**src/sv/pczt_pkg.sv**
```systemverilog
// Shared constants, microcode word type and control store for the print column tracker.
package pczt_pkg;

  localparam int COLUMN_BITS_DEF = 8;

  // configuration register indexes (paddr[3:2])
  localparam logic [1:0] REG_MARGIN = 2'd0;
  localparam logic [1:0] REG_ZW     = 2'd1;
  localparam logic [1:0] REG_ZT     = 2'd2;

  localparam logic [7:0] MARGIN_RESET = 8'd72;
  localparam logic [5:0] ZW_RESET     = 6'd15;
  localparam logic [3:0] ZT_RESET     = 4'd5;
  localparam logic [7:0] MIN_MARGIN   = 8'd16;

  localparam logic [7:0] CH_SPACE = 8'd32;
  localparam logic [7:0] CH_NL    = 8'd10;

  // request kinds
  localparam logic [2:0] REQ_ITEM  = 3'd0;
  localparam logic [2:0] REQ_COMMA = 3'd1;
  localparam logic [2:0] REQ_TAB   = 3'd2;
  localparam logic [2:0] REQ_SPC   = 3'd3;
  localparam logic [2:0] REQ_NL    = 3'd4;

  // guard conditions
  localparam logic [2:0] C_ALWAYS    = 3'd0;
  localparam logic [2:0] C_WRAP_ITEM = 3'd1;
  localparam logic [2:0] C_COL_GE_M  = 3'd2;
  localparam logic [2:0] C_DIV_BUSY  = 3'd3;
  localparam logic [2:0] C_COMMA_NL  = 3'd4;
  localparam logic [2:0] C_AMT_ZERO  = 3'd5;
  localparam logic [2:0] C_COL_GT_T  = 3'd6;
  localparam logic [2:0] C_CNT_ZERO  = 3'd7;

  // result emitted by a step
  localparam logic [2:0] E_NONE  = 3'd0;
  localparam logic [2:0] E_NL    = 3'd1;
  localparam logic [2:0] E_CHAR  = 3'd2;
  localparam logic [2:0] E_SPACE = 3'd3;
  localparam logic [2:0] E_ERR   = 3'd4;

  // datapath operations
  localparam logic [2:0] O_NONE      = 3'd0;
  localparam logic [2:0] O_DIV_COMMA = 3'd1;
  localparam logic [2:0] O_DIV_TAB   = 3'd2;
  localparam logic [2:0] O_CNT_AMT   = 3'd3;
  localparam logic [2:0] O_CNT_COMMA = 3'd4;
  localparam logic [2:0] O_TGT       = 3'd5;
  localparam logic [2:0] O_CNT_TAB   = 3'd6;

  // tlast selection
  localparam logic [1:0] L_NEVER    = 2'd0;
  localparam logic [1:0] L_ALWAYS   = 2'd1;
  localparam logic [1:0] L_RUN_ALL  = 2'd2;
  localparam logic [1:0] L_TGT_ZERO = 2'd3;

  // sequencing
  localparam logic [1:0] J_NEXT    = 2'd0;
  localparam logic [1:0] J_GOTO_IF = 2'd1;
  localparam logic [1:0] J_END_IF  = 2'd2;
  localparam logic [1:0] J_END     = 2'd3;

  localparam int PC_BITS  = 5;
  localparam int PROG_LEN = 18;

  localparam logic [PC_BITS-1:0] PC_ITEM   = 5'd0;
  localparam logic [PC_BITS-1:0] PC_COMMA  = 5'd3;
  localparam logic [PC_BITS-1:0] PC_CWAIT  = 5'd4;
  localparam logic [PC_BITS-1:0] PC_TAB    = 5'd7;
  localparam logic [PC_BITS-1:0] PC_TWAIT  = 5'd9;
  localparam logic [PC_BITS-1:0] PC_SPC    = 5'd13;
  localparam logic [PC_BITS-1:0] PC_NL     = 5'd14;
  localparam logic [PC_BITS-1:0] PC_SPLOOP = 5'd15;

  typedef struct packed {
    logic [2:0]         guard;
    logic [2:0]         emit;
    logic [2:0]         op;
    logic [1:0]         last_sel;
    logic [1:0]         jump;
    logic [PC_BITS-1:0] target;
  } uword_t;

  function automatic uword_t mk(input logic [2:0] g, input logic [2:0] e,
                                input logic [2:0] o, input logic [1:0] l,
                                input logic [1:0] j, input logic [PC_BITS-1:0] t);
    uword_t w;
    w.guard    = g;
    w.emit     = e;
    w.op       = o;
    w.last_sel = l;
    w.jump     = j;
    w.target   = t;
    return w;
  endfunction

  function automatic uword_t ucode_rom(input logic [PC_BITS-1:0] pc);
    uword_t w;
    case (pc)
      // item character: optional wrap before the item, wrap at margin, then the char
      5'd0:  w = mk(C_WRAP_ITEM, E_NL,   O_NONE,      L_NEVER,    J_NEXT,    PC_ITEM);
      5'd1:  w = mk(C_COL_GE_M,  E_NL,   O_NONE,      L_NEVER,    J_NEXT,    PC_ITEM);
      5'd2:  w = mk(C_ALWAYS,    E_CHAR, O_NONE,      L_ALWAYS,   J_END,     PC_ITEM);
      // comma
      5'd3:  w = mk(C_ALWAYS,    E_NONE, O_DIV_COMMA, L_NEVER,    J_NEXT,    PC_ITEM);
      5'd4:  w = mk(C_DIV_BUSY,  E_NONE, O_NONE,      L_NEVER,    J_GOTO_IF, PC_CWAIT);
      5'd5:  w = mk(C_COMMA_NL,  E_NL,   O_NONE,      L_ALWAYS,   J_END_IF,  PC_ITEM);
      5'd6:  w = mk(C_ALWAYS,    E_NONE, O_CNT_COMMA, L_NEVER,    J_GOTO_IF, PC_SPLOOP);
      // tab
      5'd7:  w = mk(C_AMT_ZERO,  E_ERR,  O_NONE,      L_ALWAYS,   J_END_IF,  PC_ITEM);
      5'd8:  w = mk(C_ALWAYS,    E_NONE, O_DIV_TAB,   L_NEVER,    J_NEXT,    PC_ITEM);
      5'd9:  w = mk(C_DIV_BUSY,  E_NONE, O_NONE,      L_NEVER,    J_GOTO_IF, PC_TWAIT);
      5'd10: w = mk(C_ALWAYS,    E_NONE, O_TGT,       L_NEVER,    J_NEXT,    PC_ITEM);
      5'd11: w = mk(C_COL_GT_T,  E_NL,   O_NONE,      L_TGT_ZERO, J_NEXT,    PC_ITEM);
      5'd12: w = mk(C_ALWAYS,    E_NONE, O_CNT_TAB,   L_NEVER,    J_GOTO_IF, PC_SPLOOP);
      // spc
      5'd13: w = mk(C_ALWAYS,    E_NONE, O_CNT_AMT,   L_NEVER,    J_GOTO_IF, PC_SPLOOP);
      // newline
      5'd14: w = mk(C_ALWAYS,    E_NL,   O_NONE,      L_ALWAYS,   J_END,     PC_ITEM);
      // space run loop
      5'd15: w = mk(C_CNT_ZERO,  E_NONE, O_NONE,      L_NEVER,    J_END_IF,  PC_ITEM);
      5'd16: w = mk(C_COL_GE_M,  E_NL,   O_NONE,      L_NEVER,    J_NEXT,    PC_ITEM);
      5'd17: w = mk(C_ALWAYS,    E_SPACE, O_NONE,     L_RUN_ALL,  J_GOTO_IF, PC_SPLOOP);
      default: w = mk(C_ALWAYS,  E_NONE, O_NONE,      L_NEVER,    J_END,     PC_ITEM);
    endcase
    return w;
  endfunction

  function automatic logic [PC_BITS-1:0] entry_pc(input logic [2:0] req);
    logic [PC_BITS-1:0] e;
    unique case (req)
      REQ_ITEM:  e = PC_ITEM;
      REQ_COMMA: e = PC_COMMA;
      REQ_TAB:   e = PC_TAB;
      REQ_SPC:   e = PC_SPC;
      default:   e = PC_NL;
    endcase
    return e;
  endfunction

endpackage

```
**src/sv/pczt_rem.sv**
```systemverilog
// Restoring remainder unit, one dividend bit per cycle.
module pczt_rem #(
  parameter int DVD_BITS = 8
) (
  input  logic                clk,
  input  logic                rst,
  input  logic                start,
  input  logic [DVD_BITS-1:0] dividend,
  input  logic [7:0]          divisor,
  output logic                busy,
  output logic [7:0]          rem
);

  localparam int CNT_BITS = $clog2(DVD_BITS + 1);

  logic [DVD_BITS-1:0] dvd;
  logic [7:0]          dsr;
  logic [CNT_BITS-1:0] count;
  logic [8:0]          trial;
  logic                ge;
  logic [7:0]          rem_next;

  assign trial    = {rem, dvd[DVD_BITS-1]};
  assign ge       = trial >= {1'b0, dsr};
  assign rem_next = ge ? 8'(trial - {1'b0, dsr}) : trial[7:0];

  always_ff @(posedge clk) begin
    if (rst) begin
      busy <= 1'b0;
    end else if (start) begin
      busy <= 1'b1;
    end else if (busy && count == CNT_BITS'(1)) begin
      busy <= 1'b0;
    end
  end

  always_ff @(posedge clk) begin
    if (start) begin
      dvd   <= dividend;
      dsr   <= divisor;
      rem   <= 8'd0;
      count <= CNT_BITS'(DVD_BITS);
    end else if (busy) begin
      dvd   <= dvd << 1;
      rem   <= rem_next;
      count <= count - CNT_BITS'(1);
    end
  end

endmodule

```
**src/sv/print_column_zone_tracker.sv**
```systemverilog
// Print column tracker: microcoded sequencer over a column/count datapath.
// One control step per cycle, unless a held result stalls the step that emits; a request is
// accepted while idle, before its first step. Item char: wrap before the item, wrap at margin,
// then the char. Spc runs the space loop. Comma and tab wait on the remainder unit, which works
// over max(COLUMN_BITS,8) dividend bits; a tab with zero amount gives an error result instead.
// Reset (rst, synchronous): column 0, margin 72, zone width 15, zones 5, idle.
module print_column_zone_tracker #(
  parameter int COLUMN_BITS = pczt_pkg::COLUMN_BITS_DEF
) (
  input  logic        clk,
  input  logic        rst,
  input  logic        s_axis_tvalid,
  output logic        s_axis_tready,
  input  logic [23:0] s_axis_tdata,  // char_code, item_len, amount
  input  logic [3:0]  s_axis_tuser,  // req_type, item_start
  output logic        m_axis_tvalid,
  input  logic        m_axis_tready,
  output logic [15:0] m_axis_tdata,  // out_char, repeat_res
  output logic [0:0]  m_axis_tuser,  // tab_error
  output logic        m_axis_tlast,
  input  logic        psel,
  input  logic        penable,
  input  logic        pwrite,
  input  logic [3:0]  paddr,
  input  logic [31:0] pwdata,
  output logic [31:0] prdata,
  output logic        pready
);

  localparam int DW = (COLUMN_BITS > 8) ? COLUMN_BITS : 8;
  localparam int W  = DW + 1;
  // zone limit compare width, wide enough for both sides
  localparam int CW = (W > 10) ? W : 10;

  // configuration
  logic [7:0] line_margin;
  logic [5:0] zone_width;
  logic [3:0] zone_total;

  assign pready = 1'b1;

  always_ff @(posedge clk) begin
    if (rst) begin
      line_margin <= pczt_pkg::MARGIN_RESET;
      zone_width  <= pczt_pkg::ZW_RESET;
      zone_total  <= pczt_pkg::ZT_RESET;
    end else if (psel && penable && pwrite) begin
      unique case (paddr[3:2])
        pczt_pkg::REG_MARGIN: line_margin <= pwdata[7:0];
        pczt_pkg::REG_ZW:     zone_width  <= pwdata[5:0];
        pczt_pkg::REG_ZT:     zone_total  <= pwdata[3:0];
        default: ;
      endcase
    end
  end

  always_comb begin
    unique case (paddr[3:2])
      pczt_pkg::REG_MARGIN: prdata = {24'd0, line_margin};
      pczt_pkg::REG_ZW:     prdata = {26'd0, zone_width};
      pczt_pkg::REG_ZT:     prdata = {28'd0, zone_total};
      default:              prdata = 32'd0;
    endcase
  end

  // sequencer and datapath state
  logic                         busy;
  logic [pczt_pkg::PC_BITS-1:0] pc;
  logic [COLUMN_BITS-1:0]       column;
  logic [7:0]                   cnt;
  logic [7:0]                   tgt;
  logic [7:0]                   in_char;
  logic                         in_start;
  logic [7:0]                   in_len;
  logic [7:0]                   in_amount;

  pczt_pkg::uword_t uw;
  logic             g;
  logic             emit_go;
  logic             stall;
  logic             adv;
  logic             out_free;
  logic             in_go;

  logic [7:0]   m_eff;
  logic [5:0]   zw_eff;
  logic [W-1:0] col_w;
  logic [W-1:0] m_w;
  logic [W-1:0] next_w;
  logic [9:0]   limit;
  logic         comma_nl;
  logic [7:0]   room;
  logic [7:0]   run;

  logic         div_start;
  logic         div_busy;
  logic [7:0]   div_rem;
  logic [DW-1:0] div_dvd;
  logic [7:0]   div_dsr;

  assign uw = pczt_pkg::ucode_rom(pc);

  assign m_eff  = (line_margin < pczt_pkg::MIN_MARGIN) ? pczt_pkg::MIN_MARGIN : line_margin;
  assign zw_eff = (zone_width == 6'd0) ? 6'd1 : zone_width;
  assign col_w  = W'(column);
  assign m_w    = W'(m_eff);

  // next zone start = column rounded down to a zone, plus one zone
  assign next_w   = col_w - W'(div_rem) + W'(zw_eff);
  assign limit    = 10'(zone_total - 4'd1) * 10'(zw_eff);
  assign comma_nl = (zone_total == 4'd0) || (CW'(next_w) > CW'(limit)) || (next_w > m_w);

  assign room = 8'(m_w - col_w);
  assign run  = (room < cnt) ? room : cnt;

  always_comb begin
    case (uw.guard)
      pczt_pkg::C_ALWAYS:    g = 1'b1;
      pczt_pkg::C_WRAP_ITEM: g = in_start && (column != '0) && (col_w + W'(in_len) > m_w);
      pczt_pkg::C_COL_GE_M:  g = col_w >= m_w;
      pczt_pkg::C_DIV_BUSY:  g = div_busy;
      pczt_pkg::C_COMMA_NL:  g = comma_nl;
      pczt_pkg::C_AMT_ZERO:  g = in_amount == 8'd0;
      pczt_pkg::C_COL_GT_T:  g = col_w > W'(tgt);
      default:               g = cnt == 8'd0;
    endcase
  end

  assign out_free = !m_axis_tvalid || m_axis_tready;
  assign emit_go  = busy && g && (uw.emit != pczt_pkg::E_NONE);
  assign stall    = emit_go && !out_free;
  assign adv      = busy && !stall;
  assign in_go    = s_axis_tvalid && s_axis_tready;
  assign s_axis_tready = !busy;

  // remainder unit: column mod zone width for comma, (amount-1) mod margin for tab
  assign div_start = adv && g && (uw.op == pczt_pkg::O_DIV_COMMA || uw.op == pczt_pkg::O_DIV_TAB);
  assign div_dvd   = (uw.op == pczt_pkg::O_DIV_TAB) ? DW'(in_amount - 8'd1) : DW'(column);
  assign div_dsr   = (uw.op == pczt_pkg::O_DIV_TAB) ? m_eff : {2'b00, zw_eff};

  pczt_rem #(.DVD_BITS(DW)) u_rem (
    .clk      (clk),
    .rst      (rst),
    .start    (div_start),
    .dividend (div_dvd),
    .divisor  (div_dsr),
    .busy     (div_busy),
    .rem      (div_rem)
  );

  // step counter
  always_ff @(posedge clk) begin
    if (rst) begin
      busy <= 1'b0;
      pc   <= pczt_pkg::PC_ITEM;
    end else if (!busy) begin
      if (in_go && s_axis_tuser[2:0] <= pczt_pkg::REQ_NL) begin
        busy <= 1'b1;
        pc   <= pczt_pkg::entry_pc(s_axis_tuser[2:0]);
      end
    end else if (adv) begin
      unique case (uw.jump)
        pczt_pkg::J_NEXT:    pc <= pc + 1'b1;
        pczt_pkg::J_GOTO_IF: pc <= g ? uw.target : pc + 1'b1;
        pczt_pkg::J_END_IF: begin
          if (g) busy <= 1'b0;
          else pc <= pc + 1'b1;
        end
        default:             busy <= 1'b0;
      endcase
    end
  end

  // column
  always_ff @(posedge clk) begin
    if (rst) begin
      column <= '0;
    end else if (adv && g) begin
      case (uw.emit)
        pczt_pkg::E_NL:    column <= '0;
        pczt_pkg::E_CHAR:  column <= COLUMN_BITS'(col_w + W'(1));
        pczt_pkg::E_SPACE: column <= COLUMN_BITS'(col_w + W'(run));
        default: ;
      endcase
    end
  end

  // input latch, count and tab target
  always_ff @(posedge clk) begin
    if (in_go) begin
      in_char   <= s_axis_tdata[7:0];
      in_len    <= s_axis_tdata[15:8];
      in_amount <= s_axis_tdata[23:16];
      in_start  <= s_axis_tuser[3];
    end
    if (adv && g) begin
      case (uw.op)
        pczt_pkg::O_CNT_AMT:   cnt <= in_amount;
        pczt_pkg::O_CNT_COMMA: cnt <= 8'(zw_eff - div_rem[5:0]);
        pczt_pkg::O_TGT:       tgt <= div_rem;
        pczt_pkg::O_CNT_TAB:   cnt <= 8'(W'(tgt) - col_w);
        default: ;
      endcase
      if (uw.emit == pczt_pkg::E_SPACE) cnt <= cnt - run;
    end
  end

  // output register
  always_ff @(posedge clk) begin
    if (rst) begin
      m_axis_tvalid <= 1'b0;
    end else if (emit_go && out_free) begin
      m_axis_tvalid <= 1'b1;
    end else if (m_axis_tready) begin
      m_axis_tvalid <= 1'b0;
    end
  end

  always_ff @(posedge clk) begin
    if (emit_go && out_free) begin
      case (uw.emit)
        pczt_pkg::E_NL: begin
          m_axis_tdata <= {8'd1, pczt_pkg::CH_NL};
          m_axis_tuser <= 1'b0;
        end
        pczt_pkg::E_CHAR: begin
          m_axis_tdata <= {8'd1, in_char};
          m_axis_tuser <= 1'b0;
        end
        pczt_pkg::E_SPACE: begin
          m_axis_tdata <= {run, pczt_pkg::CH_SPACE};
          m_axis_tuser <= 1'b0;
        end
        default: begin
          m_axis_tdata <= 16'd0;
          m_axis_tuser <= 1'b1;
        end
      endcase
      case (uw.last_sel)
        pczt_pkg::L_NEVER:   m_axis_tlast <= 1'b0;
        pczt_pkg::L_ALWAYS:  m_axis_tlast <= 1'b1;
        pczt_pkg::L_RUN_ALL: m_axis_tlast <= run == cnt;
        default:             m_axis_tlast <= tgt == 8'd0;
      endcase
    end
  end

  // the sequencer never leaves a division running behind it
  a_div_idle: assert property (@(posedge clk) disable iff (rst) !busy |-> !div_busy)
    else $error("remainder unit busy while sequencer idle");

  a_err_shape: assert property (@(posedge clk) disable iff (rst)
    m_axis_tvalid && m_axis_tuser[0] |-> m_axis_tdata[15:8] == 8'd0 && m_axis_tlast)
    else $error("tab error result malformed");

  a_rep_nonzero: assert property (@(posedge clk) disable iff (rst)
    m_axis_tvalid && !m_axis_tuser[0] |-> m_axis_tdata[15:8] != 8'd0)
    else $error("empty run emitted");

  a_nl_clears: assert property (@(posedge clk) disable iff (rst)
    adv && g && uw.emit == pczt_pkg::E_NL |=> column == '0)
    else $error("column not cleared after newline");

  a_pc_range: assert property (@(posedge clk) disable iff (rst)
    busy |-> pc < pczt_pkg::PC_BITS'(pczt_pkg::PROG_LEN))
    else $error("step counter outside program");

endmodule

```
**config.mk**
```make
export PLATFORM = sky130hd
export DESIGN_NAME = print_column_zone_tracker
export DESIGN_NICKNAME = d
export VERILOG_FILES = /design/src/sv/pczt_pkg.sv /design/src/sv/pczt_rem.sv /design/src/sv/print_column_zone_tracker.sv
export SDC_FILE = /design/constraint.sdc
export NUM_CORES = 1
export LEC_CHECK = 0
export BUFFER_PORTS_ARGS = -buffer_cell sky130_fd_sc_hd__buf_4
export CORE_MARGIN = 1.5
export CORE_UTILIZATION = 35
export DETAILED_ROUTE_END_ITERATION = 10
export PLACE_DENSITY_LB_ADDON = 0.05
export REMOVE_ABC_BUFFERS = 1
export SLEW_MARGIN = 20
export SYNTH_ARGS = -nofsm -noshare
export SYNTH_HDL_FRONTEND = slang
export SYNTH_SLANG_ARGS = --single-unit
```
**constraint.sdc**
```tcl
create_clock -name clk -period 12.03 [get_ports clk]
set_clock_uncertainty 0.1 [all_clocks]
set_input_delay 0 -clock clk [delete_from_list [all_inputs] [get_ports clk]]
set_output_delay 0 -clock clk [all_outputs]
set_load 0.05 [all_outputs]
```
## Word level (Yosys, flattened, before mapping)

Memories as Yosys holds them, arrays and structs flattened. A register that Yosys moved wholly into a read port is not among the register bits.
Index checks and enable logic that the tools add are counted.
W data, S select, Z words.

| word-level totals | value |
|---|---|
| register bits | 121 |
| memory bits (read-only) | 544 |
| input bits | 71 |
| output and inout port bits | 53 |
| memories kept | 1 |

| operators by class | value |
|---|---|
| add/subtract/negate cells | 14 |
| multiply operators | 1 |
| magnitude comparators | 9 |
| eq/ne operators | 29 |
| muxes and demuxes | 34 |
| reductions and logical operators | 49 |

Memories:

| memory | words | width | read ports | clocked after memory_dff | wr ports | line | source |
|---|---|---|---|---|---|---|---|
| (name not given) | 32 | 17 | 1 | 1 | 0 | pczt_pkg.sv:100 | `case (pc)` |

Operators by type and width:

| operator | count |
|---|---|
| $pmux W8 S3 | 3 |
| $mux W8 | 7 |
| $pmux W16 S3 | 1 |
| $mux W5 | 7 |
| $sub A8 B8 Y8 | 4 |
| $eq A3 B2 Y1 const B | 8 |
| $logic_not A8 Y1 | 3 |
| $eq A3 B3 Y1 const B | 6 |
| $gt A9 B8 Y1 | 2 |
| $pmux W4 S4 | 1 |
| $pmux W5 S3 | 1 |
| $logic_and A1 B1 Y1 | 14 |
| $eq A3 B1 Y1 const B | 4 |
| $mux W6 | 2 |
| $reduce_and A2 Y1 | 6 |
| $gt A9 B10 Y1 | 1 |
| $mul A5 B7 Y10 | 1 |
| $add A8 B8 Y9 | 1 |
| $add A9 B6 Y9 | 1 |
| $ge A9 B8 Y1 | 1 |
| $mux W1 | 9 |
| $sub A8 B8 Y9 | 1 |
| $add A8 B1 Y8 const B | 1 |
| $add A8 B8 Y8 | 1 |
| 33 further kinds | 50 |

## Longest topological paths before layout

Gate-level depths: netlist (run 1).

| logic depth | value |
|---|---|
| depth after elaboration | 16 |
| gate-level depth with buffers | 33 |
| mapped depth without buffers | 31 |

## Modules after synthesis

From an unflattened synthesis (run 1), not the netlist that was laid out.

| second synthesis, totals | value |
|---|---|
| cells, all modules | 1220 |
| area total of the unflattened synthesis | 11105.7 um2 |

Modules (own cells, without submodules):

| module | instances | cells an instance | area each (um2) |
|---|---|---|---|
| print_column_zone_tracker | 1 | 1060 | 9472.8 |
| pczt_rem | 1 | 160 | 1632.8 |

## Worst setup path before layout (run 1)

No wires, ideal clock.

| path | value |
|---|---|
| kind | register to register |
| start | register zone_total[0] |
| end | register, netlist name uw[13] |
| library setup time | 70 ps |
| arrival time | 6565 ps |
| required time | 11860 ps |
| slack | 5295 ps |
| stages on the path, launching flop included | 30 |
| path buffers | 1 |
| clock period less this slack | 6735 ps |
| cells stage by stage | dfxtp_1 -> clkbuf_1 -> inv_1 -> ha_1 -> or3b_4 -> inv_2 -> nand2_1 -> fa_1 -> fa_1 -> fa_1 -> inv_1 -> ha_1 -> a21o_1 -> a21oi_1 -> o21bai_1 -> a21oi_1 -> xor2_1 -> ha_1 -> nand3_1 -> a311o_1 -> a21oi_1 -> nand3b_1 -> a31oi_1 -> mux2i_1 -> a31o_2 -> nor2_1 -> ha_1 -> inv_1 -> or3_1 -> a21oi_1 |

| on the way | value |
|---|---|
| word-level cells in the longest chain between the ends | 15 |
| elaborated cells between the ends (all ways) | 21 |

RTL lines:

| element | line | source |
|---|---|---|
| start, declared | print_column_zone_tracker.sv:38 | `logic [3:0] zone_total;` |
| start signal, assigned | print_column_zone_tracker.sv:46 | `zone_total <= pczt_pkg::ZT_RESET;` |
| start signal, assigned | print_column_zone_tracker.sv:51 | `pczt_pkg::REG_ZT: zone_total <= pwdata[3:0];` |
| $sub A4 B1 Y5 | print_column_zone_tracker.sv:110 | `assign limit = 10'(zone_total - 4'd1) * 10'(zw_eff);` |
| $mul A5 B7 Y10 | print_column_zone_tracker.sv:110 |  |
| $gt A9 B10 Y1 | print_column_zone_tracker.sv:111 | `assign comma_nl = (zone_total == 4'd0) \|\| (CW'(next_w) > CW'(limit)) \|\| (next_w > m_w);` |
| $logic_or A1 B1 Y1 * (2 in a row) | print_column_zone_tracker.sv:111 |  |
| $pmux W1 S7 * | print_column_zone_tracker.sv:117 | `case (uw.guard)` |
| $logic_and A1 B1 Y1 (2 in a row) | print_column_zone_tracker.sv:130 | `assign emit_go = busy && g && (uw.emit != pczt_pkg::E_NONE);` |
| $logic_and A1 B1 Y1 | print_column_zone_tracker.sv:131 | `assign stall = emit_go && !out_free;` |
| $logic_not A1 Y1 | print_column_zone_tracker.sv:132 | `assign adv = busy && !stall;` |
| $logic_and A1 B1 Y1 | print_column_zone_tracker.sv:132 |  |
| $ne A2 B1 Y1 (no source line) | - |  |
| $reduce_and A4 Y1 (no source line) | - |  |
| $mux W5 (no source line) * (2 in a row) | - |  |

Mark *: on every way between the ends. The rest lies on a longest branch, timed or not. The select of a mux whose other input is x is not followed.
A chain may end at the register's enable or synchronous reset.

## Final worst setup path (run 1)

| path | value |
|---|---|
| start | register zone_total[0] |
| end | register u_rem.dsr[7] (enable) |

| on the way | value |
|---|---|
| word-level cells in the longest chain between the ends | 13 |
| elaborated cells between the ends (all ways) | 14 |

RTL lines:

| element | line | source |
|---|---|---|
| $sub A4 B1 Y5 | print_column_zone_tracker.sv:110 |  |
| $mul A5 B7 Y10 | print_column_zone_tracker.sv:110 |  |
| $gt A9 B10 Y1 | print_column_zone_tracker.sv:111 |  |
| $logic_or A1 B1 Y1 * (2 in a row) | print_column_zone_tracker.sv:111 |  |
| $pmux W1 S7 * | print_column_zone_tracker.sv:117 |  |
| $logic_and A1 B1 Y1 (2 in a row) | print_column_zone_tracker.sv:130 |  |
| $logic_and A1 B1 Y1 | print_column_zone_tracker.sv:131 |  |
| $logic_not A1 Y1 | print_column_zone_tracker.sv:132 |  |
| $logic_and A1 B1 Y1 | print_column_zone_tracker.sv:132 |  |
| $logic_and A1 B1 Y1 * (2 in a row) | print_column_zone_tracker.sv:137 | `assign div_start = adv && g && (uw.op == pczt_pkg::O_DIV_COMMA \|\| uw.op == pczt_pkg::O_DIV_TAB);` |
| end signal, assigned | pczt_rem.sv:40 | `dsr <= divisor;` |
| end, declared | pczt_rem.sv:17 | `logic [7:0] dsr;` |

Mark *: on every way between the ends. The rest lies on a longest branch, timed or not.

==> results of run 1 <==
## power groups by stage
stage                     clock (mW)  sequential, mW  combinational, mW
after floorplan                    0           0.657              0.708
after global placement             0           0.676              0.947
after detailed placement           0           0.675              0.954
after CTS                      0.599           0.665              0.970
after global routing           0.615           0.674               1.10
final                          0.584           0.664              0.964
## per-stage QoR
stage / std cells / setup slack [ns] / utilization (%) / cell area, um^2
after detailed placement: 1626 / 4.02 / 38.2 / 11600
after CTS: 1697 / 4.00 / 41.6 / 12700
final: 1698 / 4.03 / 41.6 / 12700
after floorplan: 1148 / 5.37 / - / 10500
after global routing: 1698 / 3.58 / 41.6 / 12700
after global placement: 1626 / 4.01 / 38.2 / 11600
## metal layers
layer	up-vias	wire [um]	part of all wire, %
met4	0	410	1.4
met2	169	13400	45
met3	23	1140	3.8
met1	4061	15000	50
li1	4335	-	-
met5	-	0	0
## critical path, cell delays in order (launching register included)
cell      delay (ns)
dfxtp_1         0.42
inv_1           0.13
ha_1            0.18
or3b_4          0.44
inv_2           0.13
nand2_1         0.09
fa_1            0.52
fa_1            0.53
fa_1            0.61
inv_1           0.06
ha_1            0.28
a21o_1          0.17
a21oi_1         0.21
o21bai_1        0.09
a21oi_1         0.17
xor2_1          0.11
ha_1            0.30
nand3_1         0.11
a311o_1         0.29
a21oi_1         0.18
nand3b_1        0.28
a31oi_1         0.60
nand2_1         0.31
or3_1           0.71
inv_1           0.62
## worst max path at each step
stage,end,slack [ns],depth (start not counted),start
2_1_floorplan,uw[6]$_DFF_P_,5.37,29,zone_total[0]$_SDFFE_PP1P_
3_3_place_gp,u_rem.dsr[4]$_DFFE_PP_,4.01,24,zone_total[0]$_SDFFE_PP1P_
3_5_place_dp,u_rem.dsr[4]$_DFFE_PP_,4.02,24,zone_total[0]$_SDFFE_PP1P_
4_1_cts,u_rem.dsr[5]$_DFFE_PP_,4.00,24,zone_total[0]$_SDFFE_PP1P_
5_1_grt,u_rem.dsr[7]$_SDFFCE_PN0P_,3.58,24,zone_total[0]$_SDFFE_PP1P_
6_report,u_rem.dsr[7]$_SDFFCE_PN0P_,4.03,24,zone_total[0]$_SDFFE_PP1P_
## Yosys cell counts (6+ instances only)
cell,count
o31a_1,6
a21oi_1,84
o21bai_1,13
dfxtp_1,62
nor3_1,18
nand2b_1,11
o211ai_1,11
nand3_1,23
or3_1,7
o21a_1,14
edfxtp_1,75
a21o_1,24
clkbuf_1,30
and2_1,10
buf_4,27
nor2b_1,21
mux2i_1,40
nor4_1,8
nand2_1,87
xor2_1,20
nand4_1,11
fa_1,26
xnor2_1,40
ha_1,123
inv_1,121
o21ai_0,49
nor2_1,112
a211oi_1,17
## area by class of cell
| type | instances | share of cell area [%] |
|---|---|---|
| repair buffers | 122 | 7.98 |
| well taps | 396 | 3.91 |
| clock buffers | 18 | 3.39 |
| clock inverters | 14 | 1.74 |
| multi-input cells | 886 | 51.7 |
| flip-flops and latches | 137 | 27.6 |
| inverters | 125 | 3.72 |
## cell families (layout without fill, tap and decap cells)
family          after synthesis  count (layout)  share of synthesized area [%]
buf+inv                     190             279                           7.62
simple gates                339             339                           15.3
fa+ha+maj                   149             149                           19.1
other cells                   2              25                         0.0698
xor+xnor                     60              60                           4.88
compound gates              273             273                           16.8
flops                       137             137                           32.4
mux                          40              40                           3.72
==> flow_metrics.env, run 1 <==
export IMPL_setup_tns_ns=0
export IMPL_ios=124
export IMPL_synth_edf_count=75
export IMPL_viasPerCell=5.06
export IMPL_dieArea_um2=31800
export IMPL_holdCritPathClass="primary input to register"
export IMPL_hold_end="zone_total[0]$_SDFFE_PP1P_"
export IMPL_fmax_mhz=125
export IMPL_ctsResizeCount=0
export IMPL_grt_first_pass_wirelength_mm=47.1
export IMPL_grt_setup_unrepaired="no"
export IMPL_synth_cell_types=78
export IMPL_r2r_start="zone_total[0]$_SDFFE_PP1P_"
export IMPL_power_frac_seq_pct=30.0
export IMPL_pwr_density_cell_nw_per_um2=175
export IMPL_cts_buffer_depth=2
export IMPL_drt_pre_antenna_iters=5
export IMPL_die_w_um=178
export IMPL_nets=1509
export IMPL_holdBufCountCts=39
export IMPL_busiest_layer="met2"
export IMPL_p_int_mw=1.34
export IMPL_syn2layout_area_growth_pct=17.6
export IMPL_switching_share_pct=39.6
export IMPL_hpwl_mm=22.9
export IMPL_grt_met2_usage_pct=30.7
export IMPL_slew_headroom_pct=35.0
export IMPL_status="finished clean"
export IMPL_async_reset_ff_share_pct=0
export IMPL_antenna_found_initial=0
export IMPL_synth_cell_area_um2=10800
export IMPL_clkLatencyLatePin_ns=0.44
export IMPL_period_minus_slack_ns=8.00
export IMPL_cap_violations=0
export IMPL_yosysTopAreaCell="edfxtp_1"
export IMPL_worst_hold_slack_ns=0.0200
export IMPL_hold_depth=4
export IMPL_postCtsSetupRepairBufs=0
export IMPL_clock_root_buffer="clkbuf_16"
export IMPL_holdCritStartpoint="penable"
export IMPL_use_met3_pct=3.03
export IMPL_worstPathArrival_ns=7.97
export IMPL_wl_per_cell_um=17.6
export IMPL_cts_tree="built"
export IMPL_yosysWarnings=0
export IMPL_coreArea_um2=30400
export IMPL_drt_wl_total_mm=29.9
export IMPL_grt_pass1_vias=8321
export IMPL_clkSlewWorstSetupHoldPaths_ns=0.06
export IMPL_drv_slew=0
export IMPL_grt_max_degree=33
export IMPL_port_buffer_count=72
export IMPL_synth_main_ff_cell="edfxtp_1"
export IMPL_cts_inserted_buffers=17
export IMPL_vias=8588
export IMPL_num_antenna_cells=0
export IMPL_drc=0
export IMPL_use_met1_pct=28.2
export IMPL_syn_avg_cell_area_um2=9.05
export IMPL_mostFrequentLayoutCells="123 x ha_1, 121 x inv_1, 112 x nor2_1"
export IMPL_initial_core_util_pct=35.4
export IMPL_antenna_left=0
export IMPL_ff_latch_area_um2=3490
export IMPL_first_iter_violations=488
export IMPL_gp_congestion=0.859
export IMPL_finalPower_mw=2.21
export IMPL_irDropWorstVdd_mv=0.0990
export IMPL_ys_seq_elements=137
export IMPL_comb_power_share_pct=43.6
export IMPL_grt_overflow_total=0
export IMPL_yosysTopAreaCellShare_pct=20.9
export IMPL_cts_sinks=137
export IMPL_synthCells=1190
export IMPL_mostFrequentLayoutCell="ha_1"
export IMPL_required_ns=12.00
export IMPL_cp_end_kind="register"
export IMPL_worst_pin_slew_ns=0.975
export IMPL_reg2regPathDepth=24
export IMPL_clockPowerShare_pct=26.4
export IMPL_rrSetupSlack_ns=4.03
export IMPL_grt_use_total_pct=19.6
export IMPL_critPathKind="register to register"
export IMPL_setup_violations=0
export IMPL_power_leakage_nw=5.49
export IMPL_ys_seq_area_share_pct=32.4
export IMPL_cp_start_kind="register"
export IMPL_synthTopCellsByArea="edfxtp_1 21%, ha_1 14%, dfxtp_1 12%, fa_1 4.8%, inv_1 4.2%"
export IMPL_switchingPower_mw=0.875
export IMPL_dieHeight_um=178
export IMPL_multi_input_area_um2=6550
export IMPL_r2r_end="u_rem.dsr[7]$_SDFFCE_PN0P_"
export IMPL_drive_gt1_share_pct=11.0
export IMPL_path_max_fanout=20
export IMPL_fillers=3079
export IMPL_hold_viol=0
export IMPL_min_period_over_period_pct=66.5
export IMPL_h_tree_depth=4
export IMPL_rows=64
No activity file was read; power rests on OpenSTA's default activity.
==> run 2: changes to the inputs <==
==> constraint.sdc (replaced) <==
create_clock -name clk -period 7.5 [get_ports clk]
set_clock_uncertainty 0.1 [all_clocks]
set_input_delay 0 -clock clk [delete_from_list [all_inputs] [get_ports clk]]
set_output_delay 0 -clock clk [all_outputs]
set_load 0.05 [all_outputs]
==> run 2 against run 1 <==
Against the previous run: worst hold slack improved by 0.0034 ns; total power is 63% higher; clock-buffer cell count increased by 5; non-clock buffer count increased by 23; combinational power up 66%; register-to-register slack got worse by 3.5 ns; die area stayed put; first-iteration DRC count grew 18%; critical path type unchanged.
==> flow_metrics.env, run 2 (same netlist as run 1, synthesis figures left out) <==
export IMPL_status="finished clean"
export IMPL_mostFrequentLayoutCell="ha_1"
export IMPL_cap_violations=0
export IMPL_post_place_ws_ns=0.228
export IMPL_die_w_um=178
export IMPL_pwr_density_cell_nw_per_um2=280
export IMPL_cts_tree="built"
export IMPL_cts_inserted_buffers=17
export IMPL_path_max_fanout=5
export IMPL_power_leakage_nw=5.62
export IMPL_grt_first_pass_wirelength_mm=48.1
export IMPL_h_tree_depth=4
export IMPL_design_area_um2=12900
export IMPL_holdCritPathClass="primary input to register"
export IMPL_antenna_found_initial=0
export IMPL_cp_start_kind="register"
export IMPL_r2r_end="uw[6]$_DFF_P_"
export IMPL_clock_root_buffer="clkbuf_16"
export IMPL_critPathLaunch="zone_total[1]$_SDFFE_PP0P_"
export IMPL_worstPathArrival_ns=7.21
export IMPL_gp_congestion=0.863
export IMPL_grt_use_total_pct=20.1
export IMPL_mostFrequentLayoutCells="122 x ha_1, 121 x inv_1, 110 x nor2_1"
export IMPL_setup_violations=0
export IMPL_cts_sinks=137
export IMPL_clkSlewWorstSetupHoldPaths_ns=0.06
export IMPL_required_ns=7.76
export IMPL_wl_per_cell_um=17.7
export IMPL_critPathKind="register to register"
export IMPL_setup_slack_ns=0.551
export IMPL_setup_tns_ns=0
export IMPL_grt_setup_unrepaired="no"
export IMPL_period_minus_slack_ns=6.95
export IMPL_fmax_mhz=144
export IMPL_ios=124
export IMPL_viasPerCell=5.06
export IMPL_slowest_stage="fa_1"
export IMPL_worst_pin_slew_ns=0.924
export IMPL_critical_path_most_common_cell="a21oi_1"
export IMPL_irDropWorstVdd_mv=0.145
export IMPL_min_period_over_period_pct=92.6
export IMPL_port_buffer_count=72
export IMPL_fillers=3084
export IMPL_dieHeight_um=178
export IMPL_hpwl_mm=23.5
export IMPL_initial_core_util_pct=35.4
export IMPL_antenna_left=0
export IMPL_grt_pass1_vias=8612
export IMPL_reg2regPathDepth=30
export IMPL_holdCritStartpoint="pwrite"
export IMPL_multi_input_area_um2=6560
export IMPL_drive_gt1_share_pct=12.5
export IMPL_num_antenna_cells=0
export IMPL_rrSetupSlack_ns=0.55
export IMPL_worst_hold_slack_ns=0.0234
export IMPL_clkLatencyLatePin_ns=0.44
export IMPL_max_stage_delay_ns=0.60
export IMPL_dieArea_um2=31800
export IMPL_coreArea_um2=30400
export IMPL_cts_buffer_depth=2
export IMPL_place_area_um2=11800
export IMPL_first_iter_violations=574
export IMPL_vias=8704
export IMPL_nets=1532
export IMPL_hold_end="zone_total[0]$_SDFFE_PP1P_"
export IMPL_drc=0
export IMPL_hold_depth=4
export IMPL_rows=64
export IMPL_slew_headroom_pct=38.4
export IMPL_cp_end_kind="register"
export IMPL_grt_overflow_total=0
export IMPL_drt_pre_antenna_iters=7
export IMPL_drv_slew=0
export IMPL_hold_viol=0
export IMPL_r2r_start="zone_total[1]$_SDFFE_PP0P_"
export IMPL_drt_wl_total_mm=30.4
export IMPL_syn2layout_area_growth_pct=19.4
export IMPL_ff_latch_area_um2=3490
export IMPL_grt_max_degree=33
run 2: metrics by stage:
| stage | instances | util, % | total power [mW] |
|---|---|---|---|
| global placement | 1647 | 38.7 | 2.65 |
| detailed placement | 1647 | 38.7 | 2.65 |
| finish | 1721 | 42.3 | 3.60 |
| CTS | 1720 | 42.2 | 3.62 |
| global route | 1721 | 42.3 | 3.87 |
| floorplan | 1148 | - | 2.19 |
run 2: worst max path at each step:
stage,end,slack [ns]
floorplan,uw[6]$_DFF_P_,0.84
finish,uw[6]$_DFF_P_,0.55
global route,uw[7]$_SDFF_PP0_,0.02
detailed placement,uw[6]$_DFF_P_,0.23
CTS,uw[6]$_DFF_P_,0.18
global placement,uw[6]$_DFF_P_,0.34
run 2: cell type report:
class / count / share of cell area (%)
multi-input cells: 886 / 51.0
flip-flops and latches: 137 / 27.2
repair buffers: 145 / 9.26
clock buffers: 23 / 4.06
well taps: 396 / 3.85
inverters: 125 / 3.67
clock inverters: 9 / 1.01
run 2: power breakdown:
part | switching, mW | internal [mW] | total (mW)
clock | 0.342 | 0.593 | 0.935
sequential | 0.135 | 0.924 | 1.06
combinational | 0.944 | 0.659 | 1.60
run 2: layer usage:
layer	track usage (%)	vias to the layer above	part of all wire, %	wire length, um
li1	-	4375	-	-
met1	28.6	4112	50	15200
met4	5.59	0	1.6	501
met5	0	-	0	0
met3	3.18	35	3.2	975
met2	31.5	182	45	13800
run 2: worst max-delay path: cells and delay by family, from the launching register on:
| kind | cells | cell delay (ns) |
|---|---|---|
| compound gates | 10 | 2.03 |
| buf+inv | 5 | 0.54 |
| xor+xnor | 1 | 0.09 |
| flops | 1 | 0.33 |
| mux | 2 | 0.25 |
| simple gates | 5 | 0.90 |
| fa+ha+maj | 7 | 2.63 |
run 2: repair_timing:
action,4_1_cts,5_1_grt
setup endpoints to repair,0,10
setup buffers,0,1
hold endpoints to repair,56,0
hold buffers,41,0
gates resized for setup,0,4
==> run 3: changes to the inputs <==
--- a/config.mk
+++ b/config.mk
@@ -8,7 +8,9 @@
 export BUFFER_PORTS_ARGS = -buffer_cell sky130_fd_sc_hd__buf_4
 export CORE_MARGIN = 1.5
 export CORE_UTILIZATION = 35
+export CTS_CLUSTER_DIAMETER = 60
 export DETAILED_ROUTE_END_ITERATION = 10
+export MAX_ROUTING_LAYER = met4
 export PLACE_DENSITY_LB_ADDON = 0.05
 export REMOVE_ABC_BUFFERS = 1
 export SLEW_MARGIN = 20
==> run 3 against run 2 <==
Against the previous run: register-to-register slack about the same; routed wire length shrank 0.12%; sequential power hardly changed; maximum frequency about the same; sequential share of layout area unchanged; first-iteration DRC count grew 0.17%; sequential cell count unchanged; critical path depth stayed put; final cell count is the same; clock power is essentially flat; critical path type unchanged.
==> flow_metrics.env, run 3 (same netlist as run 1, synthesis figures left out) <==
export IMPL_status="finished clean"
export IMPL_slowest_stage="fa_1"
export IMPL_grt_overflow_total=0
export IMPL_setup_slack_ns=0.545
export IMPL_comb_power_share_pct=44.5
export IMPL_fmax_mhz=144
export IMPL_clkSlewWorstSetupHoldPaths_ns=0.06
export IMPL_dieHeight_um=178
export IMPL_hpwl_mm=23.5
export IMPL_design_area_um2=12900
export IMPL_pwr_density_cell_nw_per_um2=280
export IMPL_critPathKind="register to register"
export IMPL_switchingPower_mw=1.42
export IMPL_grt_first_pass_wirelength_mm=48.1
export IMPL_cap_violations=0
export IMPL_cp_end_kind="register"
export IMPL_ff_latch_area_um2=3490
export IMPL_holdCritStartpoint="pwrite"
export IMPL_first_iter_violations=575
export IMPL_worstPathArrival_ns=7.22
export IMPL_grt_setup_unrepaired="no"
export IMPL_antenna_found_initial=0
export IMPL_drc=0
export IMPL_required_ns=7.76
export IMPL_wl_per_cell_um=17.7
export IMPL_power_leakage_nw=5.62
export IMPL_min_period_over_period_pct=92.7
export IMPL_hold_viol=0
export IMPL_vias=8704
export IMPL_finalPower_mw=3.59
export IMPL_ios=124
export IMPL_critPathLaunch="zone_total[1]$_SDFFE_PP0P_"
export IMPL_setup_tns_ns=0
export IMPL_period_minus_slack_ns=6.95
export IMPL_drive_gt1_share_pct=12.5
export IMPL_dieArea_um2=31800
export IMPL_max_stage_delay_ns=0.60
export IMPL_r2r_start="zone_total[1]$_SDFFE_PP0P_"
export IMPL_path_max_fanout=5
export IMPL_die_w_um=178
export IMPL_stdcell_count=1721
export IMPL_rows=64
export IMPL_slew_headroom_pct=38.3
export IMPL_place_area_um2=11800
export IMPL_mostFrequentLayoutCell="ha_1"
export IMPL_cp_start_kind="register"
export IMPL_cts_buffer_depth=2
export IMPL_drt_pre_antenna_iters=5
export IMPL_coreArea_um2=30400
export IMPL_grt_use_total_pct=20.7
export IMPL_grt_pass1_vias=8598
export IMPL_initial_core_util_pct=35.4
export IMPL_p_int_mw=2.18
export IMPL_grt_max_degree=33
export IMPL_gp_congestion=0.876
export IMPL_drv_slew=0
export IMPL_multi_input_area_um2=6560
export IMPL_place_inst=1647
export IMPL_cts_tree="built"
export IMPL_holdCritPathClass="primary input to register"
export IMPL_utilization_pct=42.3
export IMPL_clkLatencyLatePin_ns=0.44
export IMPL_clockPowerShare_pct=26.0
export IMPL_syn2layout_area_growth_pct=19.4
export IMPL_cts_inserted_buffers=17
export IMPL_worst_pin_slew_ns=0.925
export IMPL_crit_family="adder cells"
export IMPL_irDropWorstVdd_mv=0.145
export IMPL_setup_violations=0
export IMPL_worst_path_buf_inv=5
export IMPL_power_frac_seq_pct=29.4
export IMPL_cts_sinks=137
export IMPL_viasPerCell=5.06
export IMPL_fillers=3084
export IMPL_nets=1532
export IMPL_worst_hold_slack_ns=0.0243
export IMPL_post_place_ws_ns=0.228
export IMPL_port_buffer_count=72
export IMPL_antenna_left=0
export IMPL_switching_share_pct=39.5
export IMPL_critical_path_most_common_cell="a21oi_1"
export IMPL_num_antenna_cells=0
export IMPL_mostFrequentLayoutCells="122 x ha_1, 121 x inv_1, 110 x nor2_1"
export IMPL_h_tree_depth=4
export IMPL_drt_wl_total_mm=30.4
export IMPL_clock_root_buffer="clkbuf_16"
==> run 3: worst paths after layout <==
check	to	slack [ns]	cells past startpoint
setup / recovery	uw[6]$_DFF_P_	0.55	30
hold / removal	zone_total[0]$_SDFFE_PP1P_	0.02	4
setup reg to reg	uw[6]$_DFF_P_	0.55	30
hold reg to reg	u_rem.count[3]$_SDFFE_PP1P_	0.40	2
==> run 3: per-layer routing <==
metal | GRT usage, % | part of all wire (%)
met5 | - | 0
met1 | 28.6 | 49
met4 | 5.59 | 1.7
met3 | 3.11 | 3.5
met2 | 31.6 | 46
==> run 3: tightest hold or removal path: stages <==
cell,delay (ns)
buf_4,0.11
nand3_1,0.11
nor3b_1,0.13
o211ai_1,0.17
==> run 3: what timing repair did <==
| item | in CTS | in global routing |
|---|---|---|
| endpoints found under the hold margin | 56 | 0 |
| resized for setup | 0 | 4 |
| buffers inserted | 0 | 1 |
| endpoints found under the setup margin | 0 | 10 |
| hold buffers | 41 | 0 |
==> run 3: layout make-up <==
cell class                      instances  share of cell area [%]
Clock buffer                           23                    4.06
Clock inverter                          9                    1.01
Inverter                              125                    3.67
Multi-Input combinational cell        886                    51.0
Sequential cell                       137                    27.2
Tap cell                              396                    3.85
Timing Repair Buffer                  145                    9.26
==> run 3: power by group through the flow <==
stage                     Clock [mW]  Combinational [mW]  Sequential [mW]
after detailed placement           0                1.57             1.07
after global routing           0.981                1.81             1.08
after floorplan                    0                1.14             1.05
final                          0.935                1.60             1.06
after global placement             0                1.57             1.08
after CTS                      0.956                1.60             1.06
